==> config.mk <==
export PLATFORM = sky130hd
export DESIGN_NAME = hsl_to_rgb_converter_core
export DESIGN_NICKNAME = d
export VERILOG_FILES = /design/src/hslrgb_pkg.sv /design/src/hslrgb_front.sv /design/src/hslrgb_mix.sv /design/src/hslrgb_div.sv /design/src/hsl_to_rgb_converter_core.sv
export SDC_FILE = /design/constraint.sdc
export NUM_CORES = 2
export LEC_CHECK = 0
export BUFFER_PORTS_ARGS = -buffer_cell sky130_fd_sc_hd__buf_4
export CORE_MARGIN = 5
export CORE_UTILIZATION = 39
export CTS_CLUSTER_DIAMETER = 100
export DETAILED_ROUTE_END_ITERATION = 16
export GPL_TIMING_DRIVEN = 0
export SYNTH_ARGS = -nofsm -noshare
export SYNTH_HDL_FRONTEND = slang
export SYNTH_SLANG_ARGS = --single-unit
==> constraint.sdc <==
create_clock -name clk_i -period 8.7 [get_ports clk_i]
set_input_delay 1.74 -clock clk_i [delete_from_list [all_inputs] [get_ports clk_i]]
set_output_delay 1.74 -clock clk_i [all_outputs]
set_load 0.01 [all_outputs]
==> src/hslrgb_pkg.sv <==
`default_nettype none
package hslrgb_pkg;

  localparam int unsigned HueW    = 15;
  localparam int unsigned ChanW   = 8;
  localparam int unsigned CfgIdxW = 2;
  localparam int unsigned SectorW = 3;
  localparam int unsigned TW      = 12;
  localparam int unsigned CnW     = 16;
  localparam int unsigned ProdW   = 28;
  localparam int unsigned NumW    = 29;
  localparam int unsigned QW      = 9;
  localparam int unsigned DivW    = 21;
  localparam int unsigned RecipW  = 12;

  localparam int unsigned NumSectors  = 6;
  localparam int unsigned SectorUnits = 3840;

  localparam logic [HueW-1:0]   HueFull    = 15'd23040;
  localparam logic [TW-1:0]     SectorSpan = 12'd3840;
  localparam logic [DivW-1:0]   OutDiv     = 21'd1958400;
  // floor(2^32 / OutDiv); the estimate it gives is at most one below the quotient.
  localparam logic [RecipW-1:0] OutRecip   = 12'd2193;
  localparam int unsigned       RecipShift = 32;

  localparam logic [ChanW-1:0] SatReset   = 8'd204;
  localparam logic [ChanW-1:0] LightReset = 8'd153;

  typedef enum logic [CfgIdxW-1:0] {
    CfgSaturation = 2'd0,
    CfgLightness  = 2'd1
  } cfg_idx_e;

  typedef struct packed {
    logic               valid;
    logic [SectorW-1:0] sector;
    logic [CnW-1:0]     cn;
    logic [ProdW-1:0]   prod;
    logic [ChanW-1:0]   light;
    logic [ChanW-1:0]   alpha;
  } front_t;

endpackage
`default_nettype wire

==> src/hslrgb_front.sv <==
`default_nettype none
module hslrgb_front (
  input  wire logic                              clk_i,
  input  wire logic                              rst_ni,
  input  wire logic                              in_valid_i,
  input  wire logic [hslrgb_pkg::HueW-1:0]       hue_i,
  input  wire logic [hslrgb_pkg::ChanW-1:0]      alpha_i,
  input  wire logic [hslrgb_pkg::ChanW-1:0]      sat_i,
  input  wire logic [hslrgb_pkg::ChanW-1:0]      light_i,
  output hslrgb_pkg::front_t                     front_o
);

  // Stage 1: hue wrap and chroma width 255 - |2L - 255|.
  logic                             v1_q;
  logic [hslrgb_pkg::HueW-1:0]      h1_d, h1_q;
  logic [hslrgb_pkg::ChanW-1:0]     w1_d, w1_q;
  logic [hslrgb_pkg::ChanW:0]       two_l;
  logic [hslrgb_pkg::ChanW-1:0]     a1_q, s1_q, l1_q;

  // Stage 2: sector, offset inside it, chroma numerator.
  logic                             v2_q;
  logic [hslrgb_pkg::SectorW-1:0]   sec2_d, sec2_q;
  logic [hslrgb_pkg::HueW-1:0]      base2, f2_full;
  logic [hslrgb_pkg::TW-1:0]        f2, t2_d, t2_q;
  logic [hslrgb_pkg::CnW-1:0]       cn2_d, cn2_q;
  logic [hslrgb_pkg::ChanW-1:0]     a2_q, l2_q;

  // Stage 3: chroma times offset.
  logic                             v3_q;
  logic [hslrgb_pkg::SectorW-1:0]   sec3_q;
  logic [hslrgb_pkg::CnW-1:0]       cn3_q;
  logic [hslrgb_pkg::ProdW-1:0]     p3_d, p3_q;
  logic [hslrgb_pkg::ChanW-1:0]     a3_q, l3_q;

  assign h1_d  = (hue_i >= hslrgb_pkg::HueFull) ? hue_i - hslrgb_pkg::HueFull : hue_i;
  assign two_l = {light_i, 1'b0};
  always_comb begin
    if (light_i[hslrgb_pkg::ChanW-1]) begin
      w1_d = 8'(9'd510 - two_l);
    end else begin
      w1_d = two_l[hslrgb_pkg::ChanW-1:0];
    end
  end

  always_comb begin
    sec2_d = '0;
    base2  = '0;
    for (int k = 1; k < hslrgb_pkg::NumSectors; k++) begin
      if (h1_q >= 15'(k * hslrgb_pkg::SectorUnits)) begin
        sec2_d = 3'(k);
        base2  = 15'(k * hslrgb_pkg::SectorUnits);
      end
    end
  end

  assign f2_full = h1_q - base2;
  assign f2      = f2_full[hslrgb_pkg::TW-1:0];
  // Odd sectors run the secondary component downward.
  assign t2_d    = sec2_d[0] ? hslrgb_pkg::SectorSpan - f2 : f2;
  assign cn2_d   = {8'd0, w1_q} * {8'd0, s1_q};
  assign p3_d    = {12'd0, cn2_q} * {16'd0, t2_q};

  always_ff @(posedge clk_i or negedge rst_ni) begin
    if (!rst_ni) begin
      v1_q <= 1'b0;
      v2_q <= 1'b0;
      v3_q <= 1'b0;
    end else begin
      v1_q <= in_valid_i;
      v2_q <= v1_q;
      v3_q <= v2_q;
    end
  end

  always_ff @(posedge clk_i) begin
    h1_q   <= h1_d;
    w1_q   <= w1_d;
    a1_q   <= alpha_i;
    s1_q   <= sat_i;
    l1_q   <= light_i;
    sec2_q <= sec2_d;
    t2_q   <= t2_d;
    cn2_q  <= cn2_d;
    a2_q   <= a1_q;
    l2_q   <= l1_q;
    sec3_q <= sec2_q;
    cn3_q  <= cn2_q;
    p3_q   <= p3_d;
    a3_q   <= a2_q;
    l3_q   <= l2_q;
  end

  always_comb begin
    front_o.valid  = v3_q;
    front_o.sector = sec3_q;
    front_o.cn     = cn3_q;
    front_o.prod   = p3_q;
    front_o.light  = l3_q;
    front_o.alpha  = a3_q;
  end

endmodule
`default_nettype wire

==> src/hslrgb_mix.sv <==
`default_nettype none
module hslrgb_mix (
  input  wire logic                          clk_i,
  input  wire logic                          rst_ni,
  input  wire hslrgb_pkg::front_t            front_i,
  output logic                               valid_o,
  output logic [hslrgb_pkg::ChanW-1:0]       alpha_o,
  output logic [hslrgb_pkg::NumW-1:0]        num_r_o,
  output logic [hslrgb_pkg::NumW-1:0]        num_g_o,
  output logic [hslrgb_pkg::NumW-1:0]        num_b_o
);

  typedef enum logic [1:0] {
    SelZero,
    SelChroma,
    SelSecond
  } chan_sel_e;

  logic [hslrgb_pkg::NumW-1:0] lterm, cterm, cadd, xadd;
  logic [hslrgb_pkg::NumW+1:0] base, sum_z, sum_c, sum_x;
  logic [hslrgb_pkg::NumW-1:0] num_z, num_c, num_x;
  chan_sel_e                   sel_r, sel_g, sel_b;
  logic                        valid_q;
  logic [hslrgb_pkg::ChanW-1:0] alpha_q;
  logic [hslrgb_pkg::NumW-1:0] num_r_d, num_g_d, num_b_d, num_r_q, num_g_q, num_b_q;

  function automatic logic [hslrgb_pkg::NumW-1:0] clip(input logic [hslrgb_pkg::NumW+1:0] v);
    logic [hslrgb_pkg::NumW-1:0] r;
    if (v[hslrgb_pkg::NumW+1]) begin
      r = '0;
    end else if (v[hslrgb_pkg::NumW]) begin
      r = '1;
    end else begin
      r = v[hslrgb_pkg::NumW-1:0];
    end
    return r;
  endfunction

  function automatic logic [hslrgb_pkg::NumW-1:0] pick(input chan_sel_e s,
      input logic [hslrgb_pkg::NumW-1:0] z, input logic [hslrgb_pkg::NumW-1:0] c,
      input logic [hslrgb_pkg::NumW-1:0] x);
    logic [hslrgb_pkg::NumW-1:0] r;
    case (s)
      SelChroma: r = c;
      SelSecond: r = x;
      default:   r = z;
    endcase
    return r;
  endfunction

  // Every channel is scaled so that one output step is OutDiv.
  assign lterm = {21'd0, front_i.light} * {8'd0, hslrgb_pkg::OutDiv};
  assign cterm = {13'd0, front_i.cn} * {17'd0, hslrgb_pkg::SectorSpan};
  assign cadd  = {cterm[hslrgb_pkg::NumW-2:0], 1'b0};
  assign xadd  = {front_i.prod, 1'b0};
  assign base  = {2'b00, lterm} - {2'b00, cterm};
  assign sum_z = base;
  assign sum_c = base + {2'b00, cadd};
  assign sum_x = base + {2'b00, xadd};
  assign num_z = clip(sum_z);
  assign num_c = clip(sum_c);
  assign num_x = clip(sum_x);

  always_comb begin
    sel_r = SelZero;
    sel_g = SelZero;
    sel_b = SelZero;
    case (front_i.sector)
      3'd0: begin
        sel_r = SelChroma;
        sel_g = SelSecond;
      end
      3'd1: begin
        sel_r = SelSecond;
        sel_g = SelChroma;
      end
      3'd2: begin
        sel_g = SelChroma;
        sel_b = SelSecond;
      end
      3'd3: begin
        sel_g = SelSecond;
        sel_b = SelChroma;
      end
      3'd4: begin
        sel_r = SelSecond;
        sel_b = SelChroma;
      end
      default: begin
        sel_r = SelChroma;
        sel_b = SelSecond;
      end
    endcase
  end

  assign num_r_d = pick(sel_r, num_z, num_c, num_x);
  assign num_g_d = pick(sel_g, num_z, num_c, num_x);
  assign num_b_d = pick(sel_b, num_z, num_c, num_x);

  always_ff @(posedge clk_i or negedge rst_ni) begin
    if (!rst_ni) begin
      valid_q <= 1'b0;
    end else begin
      valid_q <= front_i.valid;
    end
  end

  always_ff @(posedge clk_i) begin
    alpha_q <= front_i.alpha;
    num_r_q <= num_r_d;
    num_g_q <= num_g_d;
    num_b_q <= num_b_d;
  end

  assign valid_o = valid_q;
  assign alpha_o = alpha_q;
  assign num_r_o = num_r_q;
  assign num_g_o = num_g_q;
  assign num_b_o = num_b_q;

endmodule
`default_nettype wire

==> src/hslrgb_div.sv <==
`default_nettype none
module hslrgb_div (
  input  wire logic                          clk_i,
  input  wire logic [hslrgb_pkg::NumW-1:0]   num_i,
  output logic [hslrgb_pkg::ChanW-1:0]       chan_o
);

  localparam int unsigned EstW = hslrgb_pkg::NumW + hslrgb_pkg::RecipW;

  logic [EstW-1:0]              est;
  logic [hslrgb_pkg::QW-1:0]    qa_d, qa_q, qb_q;
  logic [hslrgb_pkg::NumW-1:0]  na_q, nb_q;
  logic [hslrgb_pkg::NumW:0]    prod_d, prod_q, rem;
  logic [hslrgb_pkg::QW:0]      qfix;
  logic [hslrgb_pkg::ChanW-1:0] chan_d, chan_q;

  // Reciprocal estimate, then one correction step on the remainder.
  assign est    = {12'd0, num_i} * {29'd0, hslrgb_pkg::OutRecip};
  assign qa_d   = est[EstW-1:hslrgb_pkg::RecipShift];
  assign prod_d = {21'd0, qa_q} * {9'd0, hslrgb_pkg::OutDiv};
  assign rem    = {1'b0, nb_q} - prod_q;
  assign qfix   = {1'b0, qb_q} + {9'd0, (rem >= {9'd0, hslrgb_pkg::OutDiv})};

  always_comb begin
    if (qfix > 10'd255) begin
      chan_d = '1;
    end else begin
      chan_d = qfix[hslrgb_pkg::ChanW-1:0];
    end
  end

  always_ff @(posedge clk_i) begin
    qa_q   <= qa_d;
    na_q   <= num_i;
    prod_q <= prod_d;
    qb_q   <= qa_q;
    nb_q   <= na_q;
    chan_q <= chan_d;
  end

  assign chan_o = chan_q;

endmodule
`default_nettype wire

==> src/hsl_to_rgb_converter_core.sv <==
// HSL to RGB pixel converter.
// Input: a beat is taken at a rising edge where start is high and busy is low.
// hue_i is in 1/64 degree (values of 23040 and up wrap once); alpha_in_i is
// carried along unchanged. busy is always low, so a beat can enter each cycle.
// Saturation (index 0) and lightness (index 1) are written through cfg_we_i,
// cfg_idx_i and cfg_data_i at any rising edge; other indexes are ignored.
// Both values are sampled when a beat enters, so a write affects only later
// beats.
// Output: result_valid_o is high for one cycle with red_o, green_o, blue_o
// and alpha_out_o; the receiver cannot hold a result off. One result per
// cycle is sustained: three stages form hue sector and chroma terms, one
// forms the scaled channel sums, and three divide each sum by the channel
// step.
// Reset clears all valid bits, so nothing pending is delivered afterward, and
// sets saturation to 204 and lightness to 153.
`default_nettype none
module hsl_to_rgb_converter_core (
  input  wire logic                                clk_i,
  input  wire logic                                rst_ni,
  input  wire logic                                start,
  output logic                                     busy,
  input  wire logic [hslrgb_pkg::HueW-1:0]         hue_i,
  input  wire logic [hslrgb_pkg::ChanW-1:0]        alpha_in_i,
  input  wire logic                                cfg_we_i,
  input  wire logic [hslrgb_pkg::CfgIdxW-1:0]      cfg_idx_i,
  input  wire logic [hslrgb_pkg::ChanW-1:0]        cfg_data_i,
  output logic                                     result_valid_o,
  output logic [hslrgb_pkg::ChanW-1:0]             red_o,
  output logic [hslrgb_pkg::ChanW-1:0]             green_o,
  output logic [hslrgb_pkg::ChanW-1:0]             blue_o,
  output logic [hslrgb_pkg::ChanW-1:0]             alpha_out_o
);

  logic [hslrgb_pkg::ChanW-1:0] sat_d, sat_q, light_d, light_q;
  logic                         accept;
  hslrgb_pkg::front_t           front;
  logic                         mix_valid;
  logic [hslrgb_pkg::ChanW-1:0] mix_alpha;
  logic [hslrgb_pkg::NumW-1:0]  num_r, num_g, num_b;
  logic [2:0]                   vd_q;
  logic [hslrgb_pkg::ChanW-1:0] ad0_q, ad1_q, ad2_q;

  assign busy   = 1'b0;
  assign accept = start && !busy;

  always_comb begin
    sat_d   = sat_q;
    light_d = light_q;
    if (cfg_we_i) begin
      if (cfg_idx_i == hslrgb_pkg::CfgSaturation) begin
        sat_d = cfg_data_i;
      end else if (cfg_idx_i == hslrgb_pkg::CfgLightness) begin
        light_d = cfg_data_i;
      end
    end
  end

  always_ff @(posedge clk_i or negedge rst_ni) begin
    if (!rst_ni) begin
      sat_q   <= hslrgb_pkg::SatReset;
      light_q <= hslrgb_pkg::LightReset;
      vd_q    <= '0;
    end else begin
      sat_q   <= sat_d;
      light_q <= light_d;
      vd_q    <= {vd_q[1:0], mix_valid};
    end
  end

  always_ff @(posedge clk_i) begin
    ad0_q <= mix_alpha;
    ad1_q <= ad0_q;
    ad2_q <= ad1_q;
  end

  hslrgb_front u_front (
    .clk_i      (clk_i),
    .rst_ni     (rst_ni),
    .in_valid_i (accept),
    .hue_i      (hue_i),
    .alpha_i    (alpha_in_i),
    .sat_i      (sat_q),
    .light_i    (light_q),
    .front_o    (front)
  );

  hslrgb_mix u_mix (
    .clk_i   (clk_i),
    .rst_ni  (rst_ni),
    .front_i (front),
    .valid_o (mix_valid),
    .alpha_o (mix_alpha),
    .num_r_o (num_r),
    .num_g_o (num_g),
    .num_b_o (num_b)
  );

  hslrgb_div u_div_r (
    .clk_i  (clk_i),
    .num_i  (num_r),
    .chan_o (red_o)
  );

  hslrgb_div u_div_g (
    .clk_i  (clk_i),
    .num_i  (num_g),
    .chan_o (green_o)
  );

  hslrgb_div u_div_b (
    .clk_i  (clk_i),
    .num_i  (num_b),
    .chan_o (blue_o)
  );

  assign result_valid_o = vd_q[2];
  assign alpha_out_o    = ad2_q;

endmodule
`default_nettype wire
== Yosys cells after proc, flatten, opt, wreduce, memory -nomap -nowiden ==
Cells that the tools add are included.

* Logic and storage cells: 132
* Register bits: 614

* Multipliers: 10
* Bitwise logic cells: 1
* Add/subtract/negate cells: 13
* Reduce and logical (&&, ||, !) cells: 11
* Equality and inequality tests: 11
* Multiplexer cells: 25
* Order comparisons: 12

{| class="wikitable"
|+ Operators by type and width
! kind !! number
|-
| two-way mux 29 bit || 6
|-
| one-hot mux 29 bit (2 select lines) || 3
|-
| multiplier 29 x 12 -> 41 bit, second input constant || 3
|-
| greater-or-equal comparator 30 x 21 -> 1 bit, second input constant || 3
|-
| subtractor 29 x 30 -> 30 bit || 3
|-
| two-way mux 12 bit || 6
|-
| multiplier 9 x 12 -> 21 bit, second input constant || 3
|-
| adder 31 x 29 -> 31 bit || 2
|-
| adder 9 x 1 -> 10 bit || 3
|-
| greater-or-equal comparator 15 x 14 -> 1 bit, second input constant || 2
|-
| greater-or-equal comparator 15 bit, second input constant || 2
|-
| > comparator 10 x 8 -> 1 bit, second input constant || 3
|-
| subtractor 29 x 28 -> 30 bit || 1
|-
| multiplier 16 x 12 -> 28 bit || 1
|-
| multiplier 16 x 4 -> 20 bit, second input constant || 1
|-
| multiplier 8 x 12 -> 20 bit, second input constant || 1
|-
| multiplier 8 x 8 -> 16 bit || 1
|-
| greater-or-equal comparator 15 x 12 -> 1 bit, second input constant || 1
|-
| greater-or-equal comparator 15 x 13 -> 1 bit, second input constant || 1
|-
| two-way mux 15 bit || 1
|-
| subtractor 15 bit, second input constant || 1
|-
| OR reduction 2 bit || 7
|-
| one-hot mux 2 bit (2 select lines) || 3
|-
| subtractor 12 bit || 1
|-
| other kinds (15) || 24
|}

== Logic depth before layout (Yosys ltp) ==
* Depth in word-level cells: 9
* Mapped depth: 34

== By module ==
From an unflattened synthesis, not the netlist that was laid out.

* Cells, all modules: 5038
* Area total of the unflattened synthesis: 47304.1 sq um

{| class="wikitable"
|+ Modules (own cells, without submodules)
! module !! cells each !! area each (sq um) !! instances !! sequential area each (sq um)
|-
| hslrgb_front || 1218 || 11654.9 || 1 || 3138.0
|-
| hslrgb_mix || 1242 || 10294.9 || 1 || 1926.8
|-
| hslrgb_div (u_div_g) || 853 || 8154.1 || 1 || 1661.6
|-
| hslrgb_div (u_div_r) || 834 || 8016.4 || 1 || 1661.6
|-
| hslrgb_div (u_div_b) || 828 || 7996.4 || 1 || 1661.6
|-
| hsl_to_rgb_converter_core || 63 || 1187.4 || 1 || 965.9
|}

== Worst setup path after synthesis ==
Ideal clock, no wire load.

* Path type: reg2reg
* Start: register u_front.l3_q[5] (netlist bit)
* End: register u_mix.num_b_q (netlist bit u_mix.num_b_o[24])
* Data arrival time: 6.805 ns
* Clock period less this slack: 6.929 ns
* Stages on the path, launching flop included: 29
* Slack: 1.771 ns
* Path buffers: 1
* Cell sequence: dfxtp_1 fa_1 inv_1 fa_1 inv_1 fa_1 inv_1 fa_1 inv_1 ha_1 xnor2_1 ha_1 a211o_1 a21oi_1 a211oi_2 o21a_1 nor2_1 xnor2_1 ha_1 a21o_1 o21ai_0 o211ai_1 o31a_1 a31o_2 xnor2_4 buf_6 o21a_1 a221oi_1 o21ai_1

* Longest elaborated chain between the ends: 6

{| class="wikitable"
|+ Ends and longest elaborated chain
! element !! line !! source
|-
| start: declaration || hslrgb_front.sv:33 || <nowiki>logic [hslrgb_pkg::ChanW-1:0] a3_q, l3_q;</nowiki>
|-
| start signal: assignment || hslrgb_front.sv:90 || <nowiki>l3_q <= l2_q;</nowiki>
|-
| multiplier 8 x 12 -> 20 bit (*) || hslrgb_mix.sv:52 || <nowiki>assign lterm = {21'd0, front_i.light} * {8'd0, hslrgb_pkg::OutDiv};</nowiki>
|-
| subtractor 29 x 28 -> 30 bit (*) || hslrgb_mix.sv:56 || <nowiki>assign base = {2'b00, lterm} - {2'b00, cterm};</nowiki>
|-
| adder 31 x 29 -> 31 bit (on tied branches) || hslrgb_mix.sv:59, hslrgb_mix.sv:58 ||
|-
| two-way mux 29 bit || hslrgb_mix.sv:31 || <nowiki>end else if (v[hslrgb_pkg::NumW]) begin</nowiki>
|-
| two-way mux 29 bit || hslrgb_mix.sv:29 || <nowiki>if (v[hslrgb_pkg::NumW+1]) begin</nowiki>
|-
| one-hot mux 29 bit (2 select lines) (*) || hslrgb_mix.sv:43 || <nowiki>case (s)</nowiki>
|-
| via u_mix.num_b_d (one bit) || hslrgb_mix.sv:25 || <nowiki>logic [hslrgb_pkg::NumW-1:0] num_r_d, num_g_d, num_b_d, num_r_q, num_g_q, num_b_q;</nowiki>
|-
| end signal: assignment || hslrgb_mix.sv:112 || <nowiki>num_b_q <= num_b_d;</nowiki>
|-
| end: declaration || hslrgb_mix.sv:25 ||
|}

Mark *: on every way through the listed nets, which the timed path passes. The rest lies on a longest branch.
A chain may end at the register's enable or synchronous reset.

== Worst setup path after layout ==
* Start: register u_front.l3_q[2] (netlist bit)
* End: register u_mix.num_b_q (netlist bit u_mix.num_b_o[19])

Same word-level chain as after synthesis.

==> metrics.txt <==
clk slew on worst S/H paths=0.06 ns; Cells after Synth=4781; Vert. Die Dim=352.0 µm; CP Capture Type=register; gpl congestion=0.9169; Finished Cell Area=0.05015 mm²; adder-cell share of the synthesized area=40.69%; vias in the first global route=32803; total of warnings raised by yosys=0; P&R area growth vs syn=9.973%; Startpoint Class=register; number of distinct library cells after synthesis=92; Root Driver=clkbuf_16; clk sinks=541; post-DR vias/cell=4.901; Yosys top cell area share=22.74%; final period utilization=95.94%; Clk Latency, worst-skew pair=0.69 ns; total of max-cap violations=0; clk buf depth=3; Max FO, Critical Path=10; status=complete, no violations; num rows=125; share of layout cells above drive strength 1=5.356%; fill cell count=11309; Mapped Area=0.04560 mm²; crit path DAT=8.89 ns; largest net degree at the start of global routing=24; WP data required=9.24 ns; final-report hold violation count=0; Seq/Total Area, Yosys=24.02%; Worst-Margin Slew=1.114 ns; CTS tree=built; delay of the slowest critical-path stage=0.54 ns; Remaining Overflow, GRT=0; Post-Place Cell Area=0.04803 mm²; Port Buffers=69; slowest CP cell=dfxtp_1; routed wire length per instance=15.93 µm; Final setup viols=0; crit path time final=8.347 ns; Hold Path Class=register to register; Core ar.=0.1162 mm²; Synth Flop Type=dfxtp_1; Post-Synth Simple-Gate Area=9.304%; largest area contributor in the netlist=dfxtp_1; EDFF count, synth=0; Antenna Cells=0; # hold bufs at CTS=0; post-synthesis mux area share=0.7764%; antenna viol nets, final=0; DRC violations left=0; setup_tns=0 ns; top post-synthesis cells by area=dfxtp_1 23%, ha_1 21%, fa_1 19%; syn_area_per_cell=9.539 µm²; async set or reset register ratio after synthesis=4.251%; Worst Skew=0.06169 ns; I/O pin count=71; post-synthesis xor/xnor area fraction=4.478%; Compound-Gate Fraction of Synth Area=11.95%; die area=0.1239 mm²; Slew Limit Headroom=25.21%; Crit Path Class=register to register; fmax=0.1198 GHz; initial antenna violation count=0; post-synthesis net count=6036; Slew Limit Fails=0; dpl hpwl=84.85 mm; vias post-DR=31806; GRT Resource Usage Total=16.87%; Seq cells post-synth=541; Detailed Routing Iterations Pass 1=6; total wire length=103.4 mm; Initial Utilization=39.24%; Final Net Count=6171; DRT iter0 DRCs=1621; global-route wire length before repair=171.0 mm; H-tree Lvls=2; CTS Buf Count=61; Die Wd=352.0 µm; combinational family with the most area after synthesis=adder cells
stage by stage:
step           std cells  hold WS, ns  util, %  setup WS, ns
6_report            6490       0.3191    43.16        0.3531
5_1_grt             6490       0.3229    43.16     -0.009970
3_5_place_dp        6374       0.3121    41.33       -0.3535
4_1_cts             6487       0.3187    43.09       0.02330
3_3_place_gp        6374       0.3095    41.33       -0.2863
2_1_floorplan       4781       0.3096        -         1.771
cells in the final DEF (no fill, tap or decap), types with 60 or more instances in the layout:
| master | count |
|---|---|
| a21o_1 | 85 |
| a21oi_1 | 214 |
| and2_1 | 102 |
| buf_4 | 76 |
| clkbuf_1 | 61 |
| clkbuf_16 | 61 |
| dfxtp_1 | 518 |
| fa_1 | 442 |
| ha_1 | 776 |
| inv_1 | 987 |
| nand2_1 | 321 |
| nor2_1 | 167 |
| o21ai_0 | 155 |
| xnor2_1 | 163 |
| xor2_1 | 60 |
state kept, by name (all words and copies together), names as in the netlist, 9 cells and up:
| signal | count |
|---|---|
| u_div_g.nb_q | 20 |
| u_div_g.qa_q | 9 |
| u_div_r.qa_q | 9 |
| u_front.t2_q | 12 |
| u_div_b.na_q | 20 |
| u_div_g.prod_q | 17 |
| u_div_b.prod_q | 17 |
| u_div_r.na_q | 20 |
| u_div_b.qb_q | 9 |
| u_div_r.prod_q | 17 |
| u_front.cn2_q | 15 |
| u_mix.num_b_o | 28 |
| u_front.p3_q | 27 |
| u_div_g.qb_q | 9 |
| u_div_b.nb_q | 20 |
| u_div_r.nb_q | 20 |
| u_div_b.qa_q | 9 |
| u_div_g.na_q | 20 |
| u_mix.num_g_o | 28 |
| u_front.h1_q | 15 |
| u_mix.num_r_o | 28 |
| u_div_r.qb_q | 9 |
| u_front.cn3_q | 15 |
critical path, delay by kind of cell, from the launching register on:
kind	cells	cell delay [ns]
and+or+nand+nor	5	1.00
xor gates and xnor gates	2	0.32
adders and majority gates	7	2.76
buffers and inverters	4	0.79
DFF	1	0.54
AOI/OAI and AO/OA	12	2.82
per-layer routing:
metal | track usage [%] | wire [µm]
met5 | 0 | 0
met4 | 5.340 | 3466
met1 | 22.82 | 48520
met2 | 27.92 | 47110
met3 | 2.510 | 4306
layout make-up:
| class | instances | area, µm² | share of cell area (%) |
|---|---|---|---|
| buffer | 68 | 290.3 | 0.5788 |
| tap | 1524 | 1907 | 3.802 |
| inverter | 988 | 3709 | 7.395 |
| sequential | 541 | 10960 | 21.84 |
| clock inverter | 37 | 376.6 | 0.7509 |
| multi-input combinational | 3184 | 30710 | 61.24 |
| timing repair buffer | 72 | 538.0 | 1.073 |
| clock buffer | 76 | 1663 | 3.316 |
logic make-up after synthesis:
| logic type | after synthesis |
|---|---|
| xor gates and xnor gates | 231 |
| DFF | 541 |
| other | 1 |
| muxes | 33 |
| AOI/OAI and AO/OA | 818 |
| buffers and inverters | 1056 |
| and+or+nand+nor | 883 |
| adders and majority gates | 1218 |
cells in the mapped netlist, types with 10 or more instances:
cell type	count
inv_1	987
ha_1	776
dfxtp_1	518
fa_1	442
nand2_1	321
a21oi_1	214
xnor2_1	168
nor2_1	167
o21ai_0	155
and2_1	102
a21o_1	85
xor2_1	62
nor3_1	56
clkbuf_1	54
nand3_1	51
nand2b_1	43
o21a_1	38
o21bai_1	36
a211oi_1	31
nor2b_1	30
o211ai_1	29
and3_1	26
mux2_2	18
nand4_1	17
o221ai_1	17
o22ai_1	17
o21ai_1	16
a31oi_1	15
dfrtp_1	15
mux2i_1	14
or3_1	14
a21boi_0	13
a2bb2oi_1	13
o31ai_1	13
or2_2	12
a221oi_1	11
nor4_1	11
nor3b_1	10
worst paths after layout:
path | start | endpoint | slack (ns) | cells past startpoint
min in group asynchronous | rst_ni | sat_q[5] | 0.98 | 1
setup / recovery | u_front.l3_q[2] | u_mix.num_b_o[19] | 0.35 | 30
max in group asynchronous | rst_ni | light_q[3] | 7.44 | 1
setup reg to reg | u_front.l3_q[2] | u_mix.num_b_o[19] | 0.35 | 30
hold / removal | ad0_q[7] | ad1_q[7] | 0.32 | 0
hold reg to reg | ad0_q[7] | ad1_q[7] | 0.32 | 0
what timing repair did:
| item | 4_1_cts | 5_1_grt |
|---|---|---|
| endpoints found under the setup margin | 18 | 78 |
| pin swaps | 0 | 2 |
| buffers inserted | 0 | 2 |
| gates cloned | 0 | 0 |
| gates resized for setup | 1 | 7 |
Power is left out: the tool's default activity adds up to more than one toggle a clock period on the data nets, which glitch-free logic cannot reach.
